===== src/sv/sorted_table_binary_insert_core_assert.svh =====
// ---------------------------------------------------------------------------
// Sorted table assertion macros
// Concurrent check macros shared by the sorted table core.
// ---------------------------------------------------------------------------
`ifndef SORTED_TABLE_BINARY_INSERT_CORE_ASSERT_SVH
`define SORTED_TABLE_BINARY_INSERT_CORE_ASSERT_SVH

`ifndef NO_ASSERTIONS
`define STBI_ASSERT_IMPLY(lbl, ante, cons) \
  lbl: assert property (@(posedge clk) disable iff (rst) (ante) |-> (cons)) \
    else $error("sorted table check failed");
`define STBI_ASSERT_NEXT(lbl, ante, cons) \
  lbl: assert property (@(posedge clk) disable iff (rst) (ante) |=> (cons)) \
    else $error("sorted table check failed");
`else
`define STBI_ASSERT_IMPLY(lbl, ante, cons)
`define STBI_ASSERT_NEXT(lbl, ante, cons)
`endif

`endif


===== src/sv/stbi_pkg.sv =====
// ---------------------------------------------------------------------------
// Sorted table package
// Sizes, codes and the cell control type of the sorted table core.
// ---------------------------------------------------------------------------
package stbi_pkg;

  localparam int DEPTH      = 1024;
  localparam int WORD_BITS  = 32;
  localparam int IDX_BITS   = $clog2(DEPTH);
  localparam int CNT_BITS   = $clog2(DEPTH + 1);
  localparam int GROUPS     = 32;
  localparam int GROUP_SIZE = DEPTH / GROUPS;

  localparam logic ACT_INSERT = 1'b0;
  localparam logic ACT_READ   = 1'b1;

  localparam logic [1:0] ST_OK    = 2'd0;
  localparam logic [1:0] ST_FULL  = 2'd1;
  localparam logic [1:0] ST_RANGE = 2'd2;

  typedef logic signed [WORD_BITS-1:0] word_t;
  typedef logic [DEPTH-1:0][WORD_BITS-1:0] word_bus_t;

  typedef struct packed {
    logic capture;
    logic load_val;
    logic shift;
  } cell_ctrl_t;

endpackage


===== src/sv/stbi_cell.sv =====
// ---------------------------------------------------------------------------
// Sorted table cell
// Holds one entry, compares it with the request value and takes either the
// new value or its lower neighbour's entry.
// ---------------------------------------------------------------------------
module stbi_cell (
  input  logic                  clk,
  input  stbi_pkg::cell_ctrl_t  ctrl,
  input  stbi_pkg::word_t       value,
  input  stbi_pkg::word_t       prev_entry,
  output stbi_pkg::word_t       entry,
  output logic                  lt
);

  always_ff @(posedge clk) begin
    if (ctrl.load_val) begin
      entry <= value;
    end else if (ctrl.shift) begin
      entry <= prev_entry;
    end
    if (ctrl.capture) begin
      lt <= (entry < value);
    end
  end

endmodule


===== config.mk =====
export PLATFORM = sky130hd
export DESIGN_NAME = stbi_cell
export DESIGN_NICKNAME = d
export VERILOG_FILES = /design/src/sv/sorted_table_binary_insert_core_assert.svh /design/src/sv/stbi_pkg.sv /design/src/sv/stbi_cell.sv
export SDC_FILE = /design/constraint.sdc
export NUM_CORES = 1
export LEC_CHECK = 0
export BUFFER_PORTS_ARGS = -buffer_cell sky130_fd_sc_hd__buf_2
export CORE_UTILIZATION = 30
export CTS_CLUSTER_DIAMETER = 30
export CTS_CLUSTER_SIZE = 14
export DETAILED_ROUTE_END_ITERATION = 12
export GPL_TIMING_DRIVEN = 0
export PLACE_DENSITY_LB_ADDON = 0.25
export SYNTH_ARGS = -nofsm -noshare
export SYNTH_HDL_FRONTEND = slang
export SYNTH_SLANG_ARGS = --single-unit

===== constraint.sdc =====
create_clock -name clk -period 2.5 [get_ports clk]
set_input_delay 0.375 -clock clk [delete_from_list [all_inputs] [get_ports clk]]
set_output_delay 0.375 -clock clk [all_outputs]
set_load 0.005 [all_outputs]

# == Word-level counts from Yosys, hierarchy flattened ==
# Cells that the tools add are included.
# word_totals
register_bits,33
output_inout_bits,33
# op_classes
order_cmp,1
n_mux,2
reduce_logical,1
# op_table
operator,n
32-bit two-way mux,2
32-bit < comparator,1
2-bit nonzero test,1

# == Logic depth before layout (Yosys ltp) ==
# Gate-level depths: netlist of run 1.
# logic_depth
depth_word,2
mapped_depth,7
ltp_nobuf,7

# == Worst setup path before layout of run 1 ==
# OpenSTA, ideal clock, no wires.
# synth_path
path_type,register to register
start,register entry[30]
end,register lt (data pin)
setup_time_ns,0.270
t_arrival_ns,1.431
t_required_ns,2.230
path_slack_ns,0.798
path_stages_with_launch,7
cell_sequence,edfxtp_1 > ha_1 > nand3_1 > nor4_1 > a21oi_1 > o311ai_0 > o22ai_1
# synth_via
elab_chain_len,1
# synth_lines
element,line_no,rtl
start: declaration,stbi_cell.sv:11,"output stbi_pkg::word_t entry,"
start signal: assignment,stbi_cell.sv:17,entry <= value;
start signal: assignment,stbi_cell.sv:19,entry <= prev_entry;
32-bit < comparator,stbi_cell.sv:22,lt <= (entry < value);
end signal: assignment,stbi_cell.sv:22,
end: declaration,stbi_cell.sv:12,output logic lt
# No other way between the ends.
# A chain may end at the register's enable or synchronous reset.

# == Final worst setup path of run 1 ==
# layout_path
start,register entry[29]
end,register lt (data pin)
# The elaborated chain is that of the path after synthesis.

==> results of run 1 <==
## synthesized netlist by cell type, drive strengths merged
cell    instances
nor3b           1
a21oi          13
clkbuf          1
mux2           32
nand4           5
a2111o          1
ha             31
nand2b          1
a211oi          1
nor4            1
nand3           6
a221oi          1
o311ai          1
o21ai           4
a32oi           1
o22ai           2
nor2            4
nand2           8
buf             3
inv            35
or2             1
edfxtp         33
## critical path, cell delays in order, from the launching register on
cell	delay (ns)
edfxtp_1	0.40
ha_1	0.31
nand3_1	0.12
nor4_1	0.43
a21oi_1	0.15
o311ai_0	0.12
o22ai_1	0.11
## per-layer routing
layer	part of all wire	global-route usage	vias up
met3	0.085	0.0474	5
met2	0.45	0.210	71
li1	-	-	881
met4	0.011	0.0409	0
met1	0.46	0.152	731
met5	0	0	-
## cells by family (layout without fill, tap and decap cells)
logic type / Yosys count / after routing / share of synthesized area
buf+inv: 39 / 145 / 0.0694
simple gates: 27 / 27 / 0.0613
fa+ha+maj: 31 / 31 / 0.179
compound gates: 24 / 24 / 0.0659
flops: 33 / 33 / 0.458
mux: 32 / 32 / 0.166
## cell usage in the layout, fill, tap and decap left out
cell / n
a2111o_1: 1
a211oi_1: 1
a21oi_1: 13
a221oi_1: 1
a32oi_1: 1
buf_2: 102
clkbuf_1: 2
clkbuf_8: 5
clkinv_1: 1
edfxtp_1: 33
ha_1: 31
inv_1: 35
mux2_2: 32
nand2_1: 8
nand2b_1: 1
nand3_1: 6
nand4_1: 5
nor2_1: 4
nor3b_1: 1
nor4_1: 1
o21ai_0: 4
o22ai_1: 2
o311ai_0: 1
or2_2: 1
## power breakdown
group          leakage [uW]  switching, uW  total, uW  internal (uW)
logic               0.00103            169        355            186
registers          0.000336           29.9        713            683
clock network     0.0000387            197        385            188
total               0.00140            396       1450           1060
## sequential cells by signal (all words and copies together) (netlist names)
register,cells
entry,32
lt,1
## per-stage QoR
stage | instances | power, uW | util
after global routing | 388 | 1560 | 0.416
after CTS | 388 | 1480 | 0.416
after global placement | 381 | 1080 | 0.405
after floorplan | 186 | 921 | -
final | 388 | 1450 | 0.416
after detailed placement | 381 | 1090 | 0.405
## area by class of cell
type                    instances  area share
clock inverters                 1     0.00131
multi-input cells             114       0.358
clock buffers                   6      0.0254
plain buffers                   4     0.00657
well taps                      96      0.0420
repair buffers                 99       0.173
inverters                      35      0.0460
flip-flops and latches         33       0.347
## how the worst min path moves through the flow
stage	start	end	slack [ns]
6_report	ctrl[2]	lt$_DFFE_PP_	0.29
5_1_grt	ctrl[2]	lt$_DFFE_PP_	0.27
4_1_cts	ctrl[2]	lt$_DFFE_PP_	0.28
3_5_place_dp	ctrl[2]	lt$_DFFE_PP_	0.58
3_3_place_gp	ctrl[2]	lt$_DFFE_PP_	0.57
2_1_floorplan	ctrl[2]	lt$_DFFE_PP_	0.49
==> impl_metrics.csv, run 1 <==
group,metric,value,unit
status,status,"complete, no violations",
die,core_area,6870,sq um
die,top_level_ports,101,
drt,vias,1688,
sta,slew_viol_final,0,
sta,worst_slack,0.608,ns
drt,first_iter_violations,26,
final_layout,regArea,991,sq um
setup_path,r2r-start,"entry[29]$_DFFE_PP_",
synth,avgSynthCellArea,11.6,sq um
clocking,post-cts-setup-buffer-count,0,
drt,drc,0,
sta,hold_viol,0,
setup_path,cp-startpoint,"entry[29]$_DFFE_PP_",
global_route,grt_pass1_wl,7310,um
pwr,peakVddDrop,0.227,mV
setup_path,cp.required,2.52,ns
final_layout,final_cell_area,2860,sq um
min_path,whs_path_depth,1,
setup_path,start_kind,"register",
drt,vias_per_cell,4.35,
sta,worstMarginPinSlew,0.804,ns
synth,syn_nets,285,
global_route,grt.overflow.total,0,
synth,ys_top_cells_by_area,"edfxtp_1, ha_1, mux2_2, inv_1, a21oi_1",
final_layout,nNetsFinal,391,
setup_path,cp_max_fo,3,
drt,ant_nets,0,
final_layout,multi_input_comb_area,1020,sq um
placement,place_ws,0.321,ns
global_route,antenna_found_initial,0,
sta,skew,0.00145,ns
min_path,worstHoldPathType,"input pin to register",
setup_path,cp.arrival,1.92,ns
synth,syn_area,2160,sq um
sta,rsz0062_at_grt,"no",
sta,setup_viol,0,
pwr,p_per_area,509,nW/um^2
clocking,cts-resized-gates,0,
die,num_rows,30,
die,initial_utilization,0.315,
setup_path,path_class,"register to register",
clocking,htreeDepth,2,
sta,fin_tns_setup,0,ns
sta,period_needed,1.89,ns
clocking,cts_hold_buffers,0,
synth,ys_seq_area_frac,0.458,
die,die_w,86.9,um
clocking,clockRootBuffer,"clkbuf_8",
placement,placedInstanceArea,2780,sq um
global_route,first_global_vias,1639,
clocking,cts_buffer_depth,2,
final_layout,n_antenna_cell,0,
clocking,clk_latency,0.28,ns
global_route,grt.total_usage,0.127,
clocking,cts_buffers,5,
setup_path,cp-endpoint,"lt$_DFFE_PP_",
sta,fmax,0.529,GHz
sta,slew_headroom,0.464,
pwr,leakage,0.00140,uW
final_layout,n_fill_cell,710,
placement,place_hpwl,3700,um
job,maxCapViolations,0,
setup_path,critPathCaptureType,"register",
clocking,clock-sinks,33,
synth,synth_cell_types,22,
global_route,grt_max_degree,33,
synth,ys_ff_latch,33,
synth,yosys.area.top_type,"edfxtp_1",
drt,firstDrtPassIters,4,
setup_path,worst-r2r-setup-slack,0.61,ns
setup_path,reg2regPathDepth,6,
placement,gp_congestion,0.770,
clocking,clk_pin_slew,0.07,ns
die,die-height,86.9,um
setup_path,worstReg2RegEnd,"lt$_DFFE_PP_",
synth,synthCells,186,
placement,numPortBuffers,99,
drt,drt_wl_total,4620,um
final_layout,area_growth_syn_to_layout,32.0,%
synth,yosysWarnings,0,
synth,synth_top_area_frac,0.458,
clocking,cts_tree,"done",
drt,wire_per_inst,11.9,um
die,die_area,7560,sq um
sta,whs,0.287,ns
final_layout,drive_gt1_frac,0.479,
sta,period_share,0.757,
(Power assumes the default switching activity.)
==> run 2, diff against run 1 <==
==> constraint.sdc (replaced) <==
create_clock -name clk -period 1.9 [get_ports clk]
set_input_delay 0.285 -clock clk [delete_from_list [all_inputs] [get_ports clk]]
set_output_delay 0.285 -clock clk [all_outputs]
set_load 0.005 [all_outputs]
==> impl_metrics.csv, run 2 (same netlist as run 1, synthesis figures left out) <==
group,metric,value,unit
global_route,grt.total_usage,0.127,
drt,ant_nets,0,
die,die_area,7560,sq um
sta,rsz0062_at_grt,"yes",
final_layout,largest_reg_flops,32,
die,top_level_ports,101,
setup_path,start_kind,"register",
pwr,leakage,0.00142,uW
global_route,grt_max_degree,33,
final_layout,multi_input_comb_area,1100,sq um
pwr,total_power,1950,uW
clocking,clk_latency,0.28,ns
clocking,cts_buffers,5,
setup_path,reg2regPathDepth,6,
die,core_area,6870,sq um
sta,fin_tns_setup,0,ns
final_layout,area_growth_syn_to_layout,36.0,%
clocking,cts_buffer_depth,2,
global_route,antenna_found_initial,0,
final_layout,layout_commonest_cell,"buf_2",
placement,placedInstanceArea,2780,sq um
global_route,first_global_vias,1651,
final_layout,n_antenna_cell,0,
drt,vias_per_cell,4.36,
pwr,p_per_area,661,nW/um^2
final_layout,nNetsFinal,392,
global_route,grt_pass1_wl,7350,um
status,status,"complete, no violations",
final_layout,n_fill_cell,699,
final_layout,post-route-util,0.428,
sta,worst_slack,0.126,ns
drt,wire_per_inst,12.0,um
die,die_w,86.9,um
clocking,htreeDepth,2,
sta,period_share,0.934,
setup_path,cp.arrival,1.80,ns
final_layout,drive_gt1_frac,0.512,
sta,period_needed,1.77,ns
placement,place_ws,-0.189,ns
sta,hold_viol,0,
final_layout,final_cell_mix,"buf_2, inv_1, edfxtp_1",
setup_path,r2r-start,"entry[23]$_DFFE_PP_",
drt,firstDrtPassIters,3,
drt,vias,1696,
setup_path,cp-endpoint,"lt$_DFFE_PP_",
setup_path,worst-r2r-setup-slack,0.13,ns
setup_path,cp.required,1.92,ns
sta,fmax,0.564,GHz
clocking,cts_tree,"done",
die,die-height,86.9,um
clocking,clk_pin_slew,0.07,ns
drt,drc,0,
sta,worstMarginPinSlew,0.806,ns
placement,gp_congestion,0.770,
clocking,clock-sinks,33,
pwr,peakVddDrop,0.298,mV
placement,place_hpwl,3700,um
setup_path,cp-startpoint,"entry[23]$_DFFE_PP_",
final_layout,top_register,"entry",
drt,drt_wl_total,4670,um
final_layout,regArea,991,sq um
global_route,grt.overflow.total,0,
final_layout,largestRegisters,"entry x32, lt x1",
setup_path,worstReg2RegEnd,"lt$_DFFE_PP_",
setup_path,cp_max_fo,2,
die,initial_utilization,0.315,
min_path,worstHoldPathType,"input pin to register",
sta,slew_viol_final,0,
sta,slew_headroom,0.463,
job,maxCapViolations,0,
setup_path,path_class,"register to register",
placement,numPortBuffers,99,
drt,first_iter_violations,33,
die,num_rows,30,
sta,skew,0.00223,ns
clocking,clockRootBuffer,"clkbuf_8",
setup_path,critPathCaptureType,"register",
sta,setup_viol,0,
min_path,hold_start,"ctrl[2]",
final_layout,final_cell_area,2940,sq um
[run 2: cell count changes in the layout (fill, tap and decap cells not counted), sizes merged]
cell  delta
buf      +1
[run 2: worst min-delay path by stage]
| stage | slack (ns) | end | cells past startpoint |
|---|---|---|---|
| floorplan | 0.40 | lt$_DFFE_PP_ | 0 |
| global placement | 0.48 | lt$_DFFE_PP_ | 1 |
| detailed placement | 0.49 | lt$_DFFE_PP_ | 1 |
| CTS | 0.19 | lt$_DFFE_PP_ | 1 |
| global route | 0.18 | lt$_DFFE_PP_ | 1 |
| finish | 0.20 | lt$_DFFE_PP_ | 1 |
[run 2: power breakdown]
part	switching, uW	total, uW	internal, uW
registers	42.6	941	899
clock network	258	505	247
logic	241	500	259
total	542	1950	1400
[run 2: what timing repair did]
item / 4_1_cts / 5_1_grt
endpoints found under the setup margin: 1 / 1
buffers inserted: 0 / 1
gates resized for setup: 1 / 10
pin swaps: 0 / 6
hold buffers: 0 / 0
[run 2: layer usage]
metal / vias up / wire length, um / GRT usage
met3: 6 / 378 / 0.0474
li1: 883 / - / -
met4: 0 / 52 / 0.0409
met1: 740 / 2130 / 0.152
met2: 67 / 2110 / 0.212
met5: - / 0 / 0
[run 2: worst max-delay path: stages (launching register included)]
cell      delay, ns
edfxtp_1       0.43
ha_4           0.29
nand4_1        0.15
nor4_4         0.35
a21oi_2        0.10
o311ai_2       0.08
o22ai_1        0.12
[run 2: layout make-up]
cell class | instances | area share
Inverter | 35 | 0.0446
Clock inverter | 1 | 0.00128
Sequential cell | 33 | 0.337
Multi-Input combinational cell | 114 | 0.375
Clock buffer | 6 | 0.0247
Tap cell | 96 | 0.0408
Buffer | 4 | 0.00638
Timing Repair Buffer | 100 | 0.171
[run 2: metrics by stage]
stage	hold slack, ns	instances
floorplan	0.397	186
global placement	0.485	381
detailed placement	0.488	381
CTS	0.187	388
global route	0.183	389
finish	0.199	389
