`src/sv/sorted_table_binary_insert_core_assert.svh`:
```
// ---------------------------------------------------------------------------
// Sorted table assertion macros
// Concurrent check macros shared by the sorted table core.
// ---------------------------------------------------------------------------
`ifndef SORTED_TABLE_BINARY_INSERT_CORE_ASSERT_SVH
`define SORTED_TABLE_BINARY_INSERT_CORE_ASSERT_SVH

`ifndef NO_ASSERTIONS
`define STBI_ASSERT_IMPLY(lbl, ante, cons) \
  lbl: assert property (@(posedge clk) disable iff (rst) (ante) |-> (cons)) \
    else $error("sorted table check failed");
`define STBI_ASSERT_NEXT(lbl, ante, cons) \
  lbl: assert property (@(posedge clk) disable iff (rst) (ante) |=> (cons)) \
    else $error("sorted table check failed");
`else
`define STBI_ASSERT_IMPLY(lbl, ante, cons)
`define STBI_ASSERT_NEXT(lbl, ante, cons)
`endif

`endif

```
`src/sv/stbi_pkg.sv`:
```
// ---------------------------------------------------------------------------
// Sorted table package
// Sizes, codes and the cell control type of the sorted table core.
// ---------------------------------------------------------------------------
package stbi_pkg;

  localparam int DEPTH      = 1024;
  localparam int WORD_BITS  = 32;
  localparam int IDX_BITS   = $clog2(DEPTH);
  localparam int CNT_BITS   = $clog2(DEPTH + 1);
  localparam int GROUPS     = 32;
  localparam int GROUP_SIZE = DEPTH / GROUPS;

  localparam logic ACT_INSERT = 1'b0;
  localparam logic ACT_READ   = 1'b1;

  localparam logic [1:0] ST_OK    = 2'd0;
  localparam logic [1:0] ST_FULL  = 2'd1;
  localparam logic [1:0] ST_RANGE = 2'd2;

  typedef logic signed [WORD_BITS-1:0] word_t;
  typedef logic [DEPTH-1:0][WORD_BITS-1:0] word_bus_t;

  typedef struct packed {
    logic capture;
    logic load_val;
    logic shift;
  } cell_ctrl_t;

endpackage

```
`src/sv/stbi_search.sv`:
```
// ---------------------------------------------------------------------------
// Sorted table search unit
// Lower bound search over the captured less-than bits, one step a cycle.
// ---------------------------------------------------------------------------
module stbi_search (
  input  logic                              clk,
  input  logic                              start,
  input  logic [stbi_pkg::CNT_BITS-1:0]     limit,
  input  logic [stbi_pkg::DEPTH-1:0]        lt_vec,
  output logic [stbi_pkg::CNT_BITS-1:0]     lo,
  output logic                              done
);

  logic [stbi_pkg::CNT_BITS-1:0] hi;
  logic [stbi_pkg::CNT_BITS:0]   mid_sum;
  logic [stbi_pkg::IDX_BITS-1:0] mid;

  assign mid_sum = {1'b0, lo} + {1'b0, hi};
  assign mid     = mid_sum[stbi_pkg::IDX_BITS:1];
  assign done    = (lo >= hi);

  always_ff @(posedge clk) begin
    if (start) begin
      lo <= '0;
      hi <= limit;
    end else if (!done) begin
      if (lt_vec[mid]) begin
        lo <= stbi_pkg::CNT_BITS'(mid) + stbi_pkg::CNT_BITS'(1);
      end else begin
        hi <= stbi_pkg::CNT_BITS'(mid);
      end
    end
  end

endmodule

```
`config.mk`:
```
export PLATFORM = sky130hd
export DESIGN_NAME = stbi_search
export DESIGN_NICKNAME = d
export VERILOG_FILES = /design/src/sv/sorted_table_binary_insert_core_assert.svh /design/src/sv/stbi_pkg.sv /design/src/sv/stbi_search.sv
export SDC_FILE = /design/constraint.sdc
export NUM_CORES = 1
export LEC_CHECK = 0
export BUFFER_PORTS_ARGS = -buffer_cell sky130_fd_sc_hd__buf_2
export CORE_AREA = 2 2 412 414
export CTS_CLUSTER_DIAMETER = 30
export CTS_CLUSTER_SIZE = 8
export DETAILED_ROUTE_END_ITERATION = 6
export DIE_AREA = 0 0 414 416
export PLACE_DENSITY_LB_ADDON = 0.3
export SLEW_MARGIN = 5
export SYNTH_ARGS = -nofsm -noshare
export SYNTH_HDL_FRONTEND = slang
export SYNTH_SLANG_ARGS = --single-unit
```
`constraint.sdc`:
```
create_clock -name clk -period 12.92 [get_ports clk]
set_input_delay 0.646 -clock clk [delete_from_list [all_inputs] [get_ports clk]]
set_output_delay 0.646 -clock clk [all_outputs]
set_load 0.05 [all_outputs]
```
# Word level (Yosys, flattened, before mapping)
# Cells that the tools add are included.
# Widths: inputs -> output; s select.
dict set report totals {
  reg_bits 22
  in_bits 1037
  out_inout_bits 12
  elab_cells 16
}
dict set report op_classes {
  addsub 2
  magnitude_cmp 2
  eq_ne 2
  muxes 5
  n_bitwise 1
  n_reduce_logical 2
}
# operator count
set op_table {}
lappend op_table {{$mux 11} 3}
lappend op_table {{$add 10x1->11 const B} 1}
lappend op_table {{$add 11x11->11} 1}
lappend op_table {{$ge 11x11->1} 1}
lappend op_table {{$lt 10x11->1 const B} 1}
lappend op_table {{$bmux 1 s10} 1}
lappend op_table {{$ne 2x2->1 const B} 2}
lappend op_table {{$reduce_and 2->1} 2}
lappend op_table {{$mux 1} 1}
lappend op_table {{$not 1->1} 1}

# Longest topological paths before layout
# Gate-level depths: netlist of run 1.
dict set report depth {
  word_depth 6
  depth_mapped 20
  ltp_nobuf 14
}

# Worst setup path before layout of run 1
# OpenSTA, ideal clock, no wires.
dict set report synth_path {
  kind {flip-flop to flip-flop}
  start {reg lo[0] (netlist name)}
  end {reg lo[2] (netlist name)}
  setup_ps 123
  arrival_time_ps 4385
  t_required_ps 12797
  slack_ps 8412
  path_stages_with_launch 13
  n_path_buf 3
  synth_period_minus_slack_ps 4508
  cell_sequence {dfxtp_1 > ha_1 > fa_1 > buf_2 > buf_1 > buf_2 > mux4_2 > a2111oi_0 > a221oi_1 > o221ai_1 > o32ai_2 > a22oi_4 > mux2_1}
}
dict set report synth_via {
  elab_chain_len 4
  elab_cells_between_ends 7
  classes_between {add/sub: 2; order compare: 1; mux: 2; bitwise: 1; reduce/logical: 1}
}
# item line
set synth_lines {}
lappend synth_lines {{from (decl)} stbi_search.sv:10} ;# output logic [stbi_pkg::CNT_BITS-1:0] lo,
lappend synth_lines {{from (signal assigned)} stbi_search.sv:28} ;# lo <= stbi_pkg::CNT_BITS'(mid) + stbi_pkg::CNT_BITS'(1);
lappend synth_lines {{$add 11x11->11} stbi_search.sv:18} ;# assign mid_sum = {1'b0, lo} + {1'b0, hi};
lappend synth_lines {{$bmux 1 s10} stbi_search.sv:27} ;# if (lt_vec[mid]) begin
lappend synth_lines {{$mux 1 (not written as such)} stbi_search.sv:27}
lappend synth_lines {{$reduce_and 2->1 (no source line)} -}
# Several ways; a longest one is shown, not always the timed one. The select of a mux whose other input is x is not followed.
# A chain may end at the register's enable or synchronous reset.

# Worst setup path in the final report of run 1
dict set report layout_path {
  start {reg hi[0] (netlist name)}
  end {reg hi[8] (netlist name) (enable)}
}
dict set report layout_via {
  elab_chain_len 5
  elab_cells_between_ends 7
  classes_between {add/sub: 1; order compare: 1; eq/ne: 2; mux: 2; reduce/logical: 1}
}
# item line
set layout_lines {}
lappend layout_lines {{from (decl)} stbi_search.sv:14} ;# logic [stbi_pkg::CNT_BITS-1:0] hi;
lappend layout_lines {{from (signal assigned)} stbi_search.sv:25} ;# hi <= limit;
lappend layout_lines {{from (signal assigned)} stbi_search.sv:30} ;# hi <= stbi_pkg::CNT_BITS'(mid);
lappend layout_lines {{$add 11x11->11} stbi_search.sv:18}
lappend layout_lines {{$bmux 1 s10} stbi_search.sv:27}
lappend layout_lines {{$mux 1 (not written as such)} stbi_search.sv:27}
lappend layout_lines {{$ne 2x2->1 (no source line)} -}
lappend layout_lines {{$reduce_and 2->1 (no source line) *} -}
# Mark *: on every way between the ends. The rest lies on a longest branch, timed or not. The select of a mux whose other input is x is not followed.

==> metrics.txt, run 1 <==
initial core utilization 8.05%; share of the yosys chip area belonging to registers 4.07%; synthesized netlist cell count 1884; number of antenna violations at the first check in global routing 112; Placed Cells incl. Taps 5038; Relative slew margins 11.7%; Worst path max stage delay 1.11 ns; first-pass GRT wire length 212000 um; list of cells traversed by the critical path ha_1 > fa_4 > nor2b_2 > nand2_1 > a211oi_1 > nor4_1 > nand3_1 > a221o_1 > o31ai_1 > buf_4 > a211oi_1 > o32ai_2 > nand2_1 > a31o_2; Clock Root Buffer sky130_fd_sc_hd__clkbuf_16; maximum clock frequency 133 MHz; clock tree from TritonCTS yes; cell area after technology mapping 13500 um^2; quantity of I/O buffers inserted on ports 1048; number of cell rows 151; worst setup skew after layout 0.00160 ns; post-detailed-placement half-perimeter wirelength 141000 um; post-synth cell types 92; worst hold path type reg2reg; leakage power 8.96 nW; layout cells sized above 1 46.4%; commonest non-fill, non-tap cell in the layout sky130_fd_sc_hd__buf_2; area growth from synthesis to layout 60.2%; post-synth top area cell sky130_fd_sc_hd__mux4_2; startpoint kind of the worst setup timing path flop; Async SR Flop Fraction 0%; worst setup path class reg2reg; Die Height 416 um; Overflow after GRT 0; Arr. time, crit path 7.44 ns; total number of vias 22700; final WL 166000 um; Power Dens Cells 422 nW/um^2; mean routed wirelength per cell 32.7 um; violation count after the first detailed-routing iteration 2634; Die Wd 414 um; number of I/O pins 1049; total track usage 18.2%; clock tree sinks 22; total setup buffers inserted after CTS 0; peak fanout along the critical path 21; top area cells in the synthesized netlist sky130_fd_sc_hd__mux4_2, sky130_fd_sc_hd__nand2_1, sky130_fd_sc_hd__mux2i_1, sky130_fd_sc_hd__o22ai_1, sky130_fd_sc_hd__o221ai_1; Finish-stage setup viols 0; hold buffers post-CTS 0; vias in the first global route 21500; routability congestion estimate from global placement 0.968; via/cell ratio 4.47; required time at the endpoint of the critical path 12.84 ns; number of search-and-repair iterations in the first detailed-routing pass 6; transition time at the pin with the least slew margin 1.32 ns; minimum period implied by the final worst setup slack 7.51 ns; Filler Cells Inserted 19700; pin count of the biggest net entering global routing 175; Resize count post-CTS 0; setup repair after global routing missed its margin no; post-route DRC violation count 0; # H-tree levels 1; Routed Antenna Nets 0; Period Utilization, post-route 58.2%; overall die area 172000 um^2; syn_nets 2944; critical-path cell with the highest stage delay sky130_fd_sc_hd__fa_4; number of slew-limit violations in the final report 0; register clock-pin slew on the reported worst setup and hold paths 0.06 ns; Hold Worst Slack 0.564 ns; Ys Warns 0; hold violation total from the final report 0; count of max-cap constraint violations 0; Mean Syn Cell Area 7.18 um^2; Fin Setup TNS 0 ns; CTS Buf Count 3; EDFF count, synth 11; Synth top area share 13.5%; kind of end point of the critical path flop; flop and latch count out of synthesis 22; clock latency of the later-clocked register in the worst-skew pair 0.26 ns; outcome finished, final reports clean; highest-count cells in the layout ignoring fill and taps sky130_fd_sc_hd__buf_2, sky130_fd_sc_hd__nand2_1, sky130_fd_sc_hd__o22ai_1, sky130_fd_sc_hd__mux2i_1, sky130_fd_sc_hd__nand3_1; maximum count of clock buffers along a single path 2; primary flip-flop cell chosen by synthesis mapping sky130_fd_sc_hd__edfxtp_1; Worst VDD drop 0.256 mV; final-stage net count 3885; number of standard cells in the final layout excluding fillers 5076; core area 168000 um^2
## metal layers
layer  part of all wire (%)  vias up  track usage [%]
met4                    3.1       40             5.04
met2                     46     1471             29.7
li1                       -     9560                -
met3                    8.0      201             3.29
met1                     42    11400             24.3
met5                   0.14        -                0
## sequential cells by signal, indices dropped and copies added, names as in the netlist
| register | flops |
|---|---|
| lo | 11 |
| hi | 11 |
## cell usage after synthesis (11+ instances only)
master / instances
sky130_fd_sc_hd__mux2_2: 38
sky130_fd_sc_hd__a21oi_1: 58
sky130_fd_sc_hd__nand2_1: 298
sky130_fd_sc_hd__nor2_1: 76
sky130_fd_sc_hd__dfxtp_1: 11
sky130_fd_sc_hd__ha_1: 22
sky130_fd_sc_hd__mux4_2: 81
sky130_fd_sc_hd__nor3_1: 53
sky130_fd_sc_hd__clkbuf_1: 78
sky130_fd_sc_hd__o22ai_1: 153
sky130_fd_sc_hd__xnor2_1: 12
sky130_fd_sc_hd__a2111oi_0: 12
sky130_fd_sc_hd__edfxtp_1: 11
sky130_fd_sc_hd__and3_1: 42
sky130_fd_sc_hd__a211oi_1: 56
sky130_fd_sc_hd__a32oi_1: 49
sky130_fd_sc_hd__buf_2: 94
sky130_fd_sc_hd__inv_1: 21
sky130_fd_sc_hd__or3_1: 30
sky130_fd_sc_hd__o31a_1: 13
sky130_fd_sc_hd__nor2b_1: 14
sky130_fd_sc_hd__a31oi_1: 22
sky130_fd_sc_hd__o211ai_1: 17
sky130_fd_sc_hd__nor4_1: 24
sky130_fd_sc_hd__mux2i_1: 97
sky130_fd_sc_hd__nand2b_1: 20
sky130_fd_sc_hd__o311ai_0: 14
sky130_fd_sc_hd__o21ai_0: 84
sky130_fd_sc_hd__nand4_1: 19
sky130_fd_sc_hd__buf_1: 12
sky130_fd_sc_hd__nand3_1: 89
sky130_fd_sc_hd__o221ai_1: 57
## logic make-up after synthesis
| group | count (synthesis) | share of synthesized area, % |
|---|---|---|
| AND/OR/NAND/NOR | 710 | 25.2 |
| flip-flops | 22 | 4.07 |
| buffers and inverters | 222 | 7.52 |
| adder cells (fa/ha/maj) | 23 | 2.18 |
| multiplexers | 222 | 24.3 |
| AO/OA/AOI/OAI | 671 | 35.7 |
| XOR/XNOR | 14 | 0.961 |
## layout make-up
| cell class | count | area, um^2 | share of cell area [%] |
|---|---|---|---|
| antenna | 34 | 85.1 | 0.392 |
| clock buffer | 4 | 78.8 | 0.364 |
| inverter | 24 | 92.6 | 0.427 |
| multi-input combinational | 1640 | 12200 | 56.2 |
| sequential | 22 | 551 | 2.54 |
| tap | 2218 | 2780 | 12.8 |
| timing repair buffer | 1134 | 5910 | 27.3 |
## path summary, 6_finish.rpt
check,cells past startpoint,slack [ns],endpoint,start
hold / removal,2,0.56,lo[10],lo[10]
setup reg to reg,14,5.41,hi[8],hi[0]
hold reg to reg,2,0.56,lo[10],lo[10]
setup / recovery,14,5.41,hi[8],hi[0]
## critical path, delay by kind of cell (launching register included)
kind | cells | cell delay, ns
compound gates | 6 | 2.72
buf+inv | 1 | 0.18
fa+ha+maj | 2 | 1.37
simple gates | 5 | 2.45
flops | 1 | 0.40
## through the flow
step | setup WS, ns | area (um^2) | power, mW | utilization, %
2_1_floorplan | 8.41 | 13500 | 4.76 | -
3_3_place_gp | 5.48 | 21500 | 9.14 | 12.8
3_5_place_dp | 5.49 | 21500 | 9.15 | 12.8
4_1_cts | 5.48 | 21600 | 9.24 | 12.8
5_1_grt | 5.46 | 21600 | 9.57 | 12.9
6_report | 5.41 | 21700 | 9.16 | 12.9
## report_power, final
group	switching, mW	internal, mW
Clock	0.0269	0.0422
Sequential	0.0237	0.128
Combinational	6.25	2.69
Note: power is estimated with default switching activity, not from simulation.
==> run 2, diff against run 1 <==
--- a/config.mk
+++ b/config.mk
@@ -6,11 +6,11 @@
 export NUM_CORES = 1
 export LEC_CHECK = 0
 export BUFFER_PORTS_ARGS = -buffer_cell sky130_fd_sc_hd__buf_2
-export CORE_AREA = 2 2 412 414
+export CORE_AREA = 2 2 414 416
 export CTS_CLUSTER_DIAMETER = 30
 export CTS_CLUSTER_SIZE = 8
 export DETAILED_ROUTE_END_ITERATION = 6
-export DIE_AREA = 0 0 414 416
+export DIE_AREA = 0 0 416 418
 export PLACE_DENSITY_LB_ADDON = 0.3
 export SLEW_MARGIN = 5
 export SYNTH_ARGS = -nofsm -noshare
==> constraint.sdc (replaced) <==
create_clock -name clk -period 7.3 [get_ports clk]
set_input_delay 0.365 -clock clk [delete_from_list [all_inputs] [get_ports clk]]
set_output_delay 0.365 -clock clk [all_outputs]
set_load 0.05 [all_outputs]
==> metrics.txt, run 2 (synthesis results as in run 1) <==
outcome finished, final reports clean; number of I/O pins 1049; number of slew-limit violations in the final report 0; Arr. time, crit path 6.62 ns; number of search-and-repair iterations in the first detailed-routing pass 5; Flop pwr share 1.6%; Die Height 418 um; count of max-cap constraint violations 0; setup repair after global routing missed its margin no; worst hold path type in2reg; required time at the endpoint of the critical path 7.22 ns; total setup buffers inserted after CTS 0; total track usage 18.9%; via/cell ratio 4.46; Period Utilization, post-route 91.8%; number of cell rows 151; initial core utilization 8.00%; Finish-stage setup viols 0; Clock Root Buffer sky130_fd_sc_hd__clkbuf_16; number of antenna violations at the first check in global routing 124; total number of vias 22800; mean routed wirelength per cell 34.0 um; Overflow after GRT 0; fraction of power spent switching nets 68.0%; Relative slew margins 6.94%; final WL 174000 um; Power Dens Cells 762 nW/um^2; violation count after the first detailed-routing iteration 2639; Min-Delay Startpoint limit[10]; dpl ws 0.723 ns; total area of sequential cells 551 um^2; cell-internal power 5.40 mW; routability congestion estimate from global placement 0.967; peak fanout along the critical path 44; # H-tree levels 1; commonest non-fill, non-tap cell in the layout sky130_fd_sc_hd__buf_2; final-stage net count 3918; transition time at the pin with the least slew margin 1.38 ns; Fin Setup TNS 0 ns; Routed Antenna Nets 0; portion of total power attributed to the clock network 0.8%; Resize count post-CTS 0; Worst VDD drop 0.304 mV; layout cells sized above 1 47.4%; hold violation total from the final report 0; overall die area 174000 um^2; startpoint kind of the worst setup timing path flop; highest-count cells in the layout ignoring fill and taps sky130_fd_sc_hd__buf_2, sky130_fd_sc_hd__nand2_1, sky130_fd_sc_hd__o22ai_1, sky130_fd_sc_hd__buf_4, sky130_fd_sc_hd__mux2i_1; slack of the critical path 0.599 ns; first-pass GRT wire length 220000 um; kind of end point of the critical path flop; area of the multi-input gates 12300 um^2; Reg2Reg Launch Point hi[0]; clock tree from TritonCTS yes; post-detailed-placement half-perimeter wirelength 151000 um; clock tree sinks 22; post-route DRC violation count 0; pin count of the biggest net entering global routing 73; combinational share of power 97.6%; Die Wd 416 um; largest registers hi x11, lo x11; worst setup skew after layout 0.00204 ns; register clock-pin slew on the reported worst setup and hold paths 0.06 ns; quantity of I/O buffers inserted on ports 1048; leakage power 9.15 nW; core area 169000 um^2; maximum clock frequency 149 MHz; crit path from hi[0]; vias in the first global route 21800; hold buffers post-CTS 0; clock latency of the later-clocked register in the worst-skew pair 0.25 ns; minimum period implied by the final worst setup slack 6.70 ns; CTS Buf Count 3; maximum count of clock buffers along a single path 2; Filler Cells Inserted 19700; area growth from synthesis to layout 63.4%; total net switching power 11.5 mW; worst setup path class reg2reg
run 2: path summary, 6_finish.rpt:
kind,depth (start not counted),slack (ns),endpoint
hold reg to reg,2,0.56,lo[8]
setup reg to reg,15,0.60,hi[4]
setup / recovery,15,0.60,hi[4]
hold / removal,2,0.41,hi[10]
run 2: worst max-delay path, stage by stage, from the launching register on:
cell and delay (ns):
sky130_fd_sc_hd__edfxtp_1 0.40, sky130_fd_sc_hd__ha_1 0.26, sky130_fd_sc_hd__fa_4 0.53, sky130_fd_sc_hd__xor2_4 0.45
sky130_fd_sc_hd__buf_12 0.32, sky130_fd_sc_hd__nand3_2 0.90, sky130_fd_sc_hd__o22ai_1 0.49, sky130_fd_sc_hd__o32a_1 0.23
sky130_fd_sc_hd__nor4_1 0.05, sky130_fd_sc_hd__buf_4 0.16, sky130_fd_sc_hd__o221ai_1 0.94, sky130_fd_sc_hd__a211oi_1 0.14
sky130_fd_sc_hd__nor4b_1 0.61, sky130_fd_sc_hd__a211oi_2 0.22, sky130_fd_sc_hd__nand3_1 0.16, sky130_fd_sc_hd__a31o_2 0.40
run 2: routing by layer:
metal  part of all wire, %  vias up  global-route usage, %
li1                      -     9628                      -
met4                   4.0       26                   6.74
met1                    42    11400                   25.0
met5                 0.099        -                      0
met3                   7.0      245                   2.74
met2                    47     1505                   31.0
run 2: cell type report:
class,instances,share of cell area [%]
antenna,35,0.396
clock buffer,4,0.402
inverter,24,0.419
multi-input combinational,1640,55.5
sequential,22,2.49
tap,2218,12.5
timing repair buffer,1167,28.3
run 2: power groups by stage:
stage	logic (mW)	registers [mW]	clock network, mW
final	16.4	0.273	0.129
after global routing	17.2	0.281	0.135
after CTS	16.7	0.274	0.131
after detailed placement	16.6	0.276	0
after global placement	16.7	0.274	0
after floorplan	8.12	0.311	0
run 2: stage by stage:
step	hold slack, ns	instance area (um^2)	instances	util, %	power [mW]
5_1_grt	0.423	22100	5101	13.1	17.6
2_1_floorplan	0.556	13500	1884	-	8.43
3_3_place_gp	0.558	21900	5071	13.0	17.0
3_5_place_dp	0.556	21900	5071	13.0	16.9
6_report	0.405	22100	5110	13.1	16.8
4_1_cts	0.412	22000	5075	13.0	17.1
